File: config.mk
export PLATFORM = sky130hd
export DESIGN_NAME = nbdp_ram
export DESIGN_NICKNAME = d
export VERILOG_FILES = /design/src/sv/assert_macros.svh /design/src/sv/nbdp_ram.sv
export SDC_FILE = /design/constraint.sdc
export NUM_CORES = 2
export LEC_CHECK = 0
export BUFFER_PORTS_ARGS = -buffer_cell sky130_fd_sc_hd__buf_2
export CAP_MARGIN = 10
export CORE_ASPECT_RATIO = 1.25
export CORE_MARGIN = 2
export CORE_UTILIZATION = 40
export CTS_CLUSTER_DIAMETER = 200
export CTS_CLUSTER_SIZE = 20
export DETAILED_ROUTE_END_ITERATION = 10
export REMOVE_ABC_BUFFERS = 1
export SETUP_SLACK_MARGIN = 0.4
export SKIP_CTS_REPAIR_TIMING = 1
export SYNTH_ARGS = -nofsm -noshare
export SYNTH_HDL_FRONTEND = slang
export SYNTH_SLANG_ARGS = --single-unit
File: constraint.sdc
create_clock -name clk -period 6.97 [get_ports clk]
set_input_delay 0.697 -clock clk [delete_from_list [all_inputs] [get_ports clk]]
set_output_delay 0.697 -clock clk [all_outputs]
set_load 0.01 [all_outputs]
File: src/sv/assert_macros.svh
// Assertion macros used by the top-level RTL file.
// No dependencies; expands to nothing when SYNTHESIS is defined.
`ifndef ASSERT_MACROS_SVH
`define ASSERT_MACROS_SVH
`ifndef SYNTHESIS
`define NBDP_ASSERT(lbl, prop) \
  lbl: assert property (@(posedge clk) disable iff (rst) prop) \
    else $error("nbdp assertion failed");
`define NBDP_ASSERT_RST(lbl, prop) \
  lbl: assert property (@(posedge clk) prop) \
    else $error("nbdp reset assertion failed");
`else
`define NBDP_ASSERT(lbl, prop)
`define NBDP_ASSERT_RST(lbl, prop)
`endif
`endif

File: src/sv/nbdp_ram.sv
// Simple dual-port RAM: one write port, one read port with registered data.
// No dependencies.
module nbdp_ram #(
  parameter int WIDTH = 32,
  parameter int DEPTH = 64
) (
  input  logic                                   clk,
  input  logic                                   we,
  input  logic [(DEPTH > 1 ? $clog2(DEPTH) : 1)-1:0] waddr,
  input  logic [WIDTH-1:0]                       wdata,
  input  logic                                   re,
  input  logic [(DEPTH > 1 ? $clog2(DEPTH) : 1)-1:0] raddr,
  output logic [WIDTH-1:0]                       rdata
);

  logic [WIDTH-1:0] mem [DEPTH];

  always_ff @(posedge clk) begin
    if (we) begin
      mem[waddr] <= wdata;
    end
    if (re) begin
      rdata <= mem[raddr];
    end
  end

endmodule

==> summary.md <==
| Metric | Value |
|---|---|
| DR DRC count | 0 |
| Fin Setup TNS | 0 ns |
| Layout cell share with drive strength beyond 1 | 27.0% |
| Critical path peak fanout | 68 |
| Clock Latency Late Sink | a little under 0.8 ns |
| Mapped Area | around 0.079 mm2 |
| Routed via count | 36407 |
| Critical path arrival | 4.37 ns |
| Pwr dens | 254 mW/mm2 |
| Synthesis-stage register bit count | 2080 |
| Initial antenna violation count | 26 |
| Yosys cell types | 33 |
| Slew headroom | 13.5% |
| Antenna Nets Post-Route | 0 |
| Yosys warns | 0 |
| Largest area contributor in the synthesized netlist | edfxtp_1 |
| Hold Crit Class | primary input to flop |
| Endpoints failing hold | 0 |
| Setup slack at placement | 2.01 ns |
| Multi-input gate area | between 0.015 and 0.02 mm2 |
| DR vias/cell | 6.02 |
| GRT overflow | 0 |
| Slew @ Worst Pin | around 1.3 ns |
| Syn avg cell area | 23.7 um2 |
| Die Ht | 500 um |
| 1st-pass router iterations | 5 |
| # rows | 182 |
| First-pass GRT wire length | 288000 um |
| CTS tree | done |
| Initial Utilization | 40.2% |
| Global-route usage over all layers | 20.6% |
| I/O Pins | 79 |
| VDD IR max | 0.211 mV |
| Status | finished clean |
| Pleak | 25.9 nW |
| Min Tclk post-route | slightly below 4 ns |
| Reg clk slew, reported paths | 0.08 ns |
| Register area share after synthesis | 79.2% |
| Crit end category | flop |
| Largest net degree at the start of global routing | 112 |
| Clk sinks | 2080 |
| I/O Buffers | 78 |
| Vias in the first global route | 36327 |
| First DRT Iteration DRCs | about 4700 |
| DIE WIDTH | 401 um |
| Fin Clk Skew | around 0.029 ns |
| Synth top area share | approximately 80% |
| Placed cell area | 0.0831 mm2 |
| Final Cycle Share | a little under three fifths |
| Crit start category | primary input |
| RSZ-0062 raised after global routing | no |
| Drt total wl | 209000 um |
| Commonest non-fill, non-tap cell in the layout | edfxtp_1 |
| Longest Clk Path Bufs | 3 |
| Number of buffers created by CTS | roughly 110 |
| Setup Crit Path Kind | primary input to flop |
| Commonest cells after routing, fill and taps aside | 2080 x edfxtp_1, 544 x mux4_2, 116 x buf_4 |
| Critical Path RT | 7.47 ns |
| Syn Inst Count | 3324 |
| Design area | 0.0861 mm2 |
| # H-tree levels | 3 |
| Core ar. | 0.196 mm2 |
| Final worst slack | 3.11 ns |
| Reg area | 0.0625 mm2 |
| MaxCap Viol Count | 0 |
| Synth area leaders | edfxtp_1 79%, mux4_2 16%, mux2i_1 1.2%, o22ai_1 0.67%, nor2_1 0.65% |
| Die area | 0.201 mm2 |
| Final setup violation count | 0 |
| DP HPWL | 114000 um |
| Fill cells | 16458 |
| Clock root buffer master | clkbuf_16 |
| Max Clock Freq | between 0.2 and 0.3 GHz |
| GPL Wtd Cong | 0.759 |
| # nets final | about 3500 |
| Slew Limit Fails | 0 |
| Routed wire length per instance | between 30 and 40 um |
| Area Overhead vs Synth | 9.22% |
cell usage after synthesis (all sizes together):
| master | number |
|---|---|
| a21oi | 62 |
| a22oi | 12 |
| a311oi | 8 |
| a31oi | 1 |
| a41o | 4 |
| and2 | 2 |
| and3 | 4 |
| buf | 108 |
| clkbuf | 74 |
| edfxtp | 2080 |
| mux2i | 93 |
| mux4 | 544 |
| nand2 | 26 |
| nand2b | 8 |
| nand3 | 5 |
| nand3b | 5 |
| nand4 | 2 |
| nand4b | 1 |
| nor2 | 137 |
| nor2b | 15 |
| nor3 | 7 |
| o221ai | 27 |
| o22ai | 84 |
| o32ai | 4 |
| or2 | 3 |
| or3 | 3 |
| or3b | 5 |
area by class of cell:
type | instances | share of cell area (%)
Multi-Input combinational cell | 1062 | 18.5
Antenna cell | 11 | 0.0320
Sequential cell | 2080 | 72.5
Clock buffer | 115 | 3.34
Tap cell | 2576 | 3.74
Timing Repair Buffer | 205 | 1.76
Clock inverter | 2 | 0.0334
metrics by stage:
step / cells / total power, mW / utilization, % / hold slack [ns]
finish: 6051 / 21.8 / 43.9 / 0.341
global route: 6041 / 22.4 / 43.9 / 0.324
CTS: 6038 / 22.0 / 43.8 / 0.536
detailed placement: 5921 / 15.5 / 42.4 / 0.857
global placement: 5921 / 15.5 / 42.4 / 0.807
floorplan: 3142 / 14.7 / - / 0.750
cells by family (layout without fill, tap and decap cells):
kind of cell    Yosys count  after routing  share of synthesized area, %
buf+inv                 182            322                          1.12
other cells               0             11                             0
simple gates            223            223                          1.26
flops                  2080           2080                          79.2
compound gates          202            202                          1.67
mux                     637            637                          16.7
path summary, 6_finish.rpt:
path / startpoint / slack [ns] / to / cells after the start
worst min-delay path: wdata[20] / 0.34 / mem[8][20] / 1
worst max register to register: mem[19][18] / 4.44 / rdata[18] / 4
worst max-delay path: raddr[0] / 3.11 / rdata[16] / 7
worst min register to register: mem[28][20] / 0.84 / rdata[20] / 4
where the power goes:
group	total, mW	leakage, nW	switching (mW)	internal (mW)
logic	1.26	5.69	0.812	0.452
clock network	6.67	1.43	3.75	2.92
registers	13.9	18.7	0.0475	13.9
worst max-delay path: stages:
cell	delay [ns]
buf_8	0.53
buf_12	0.45
buf_12	0.51
mux4_2	0.58
mux4_2	0.50
o22ai_1	0.69
nor2_1	0.12
sequential cells by signal (all words and copies together), names as in the netlist:
signal,count
rdata,32
mem,2048
per-layer routing:
metal	part of all wire, %	routed length (um)	up-vias	track usage (%)
met4	3.3	6910	14	7.06
met2	49	103000	1584	34.0
met1	39	81700	20158	27.9
met5	0.041	86	-	0
li1	-	-	14392	-
met3	8.1	16900	259	3.45
Note: power is estimated with default switching activity, not from simulation.
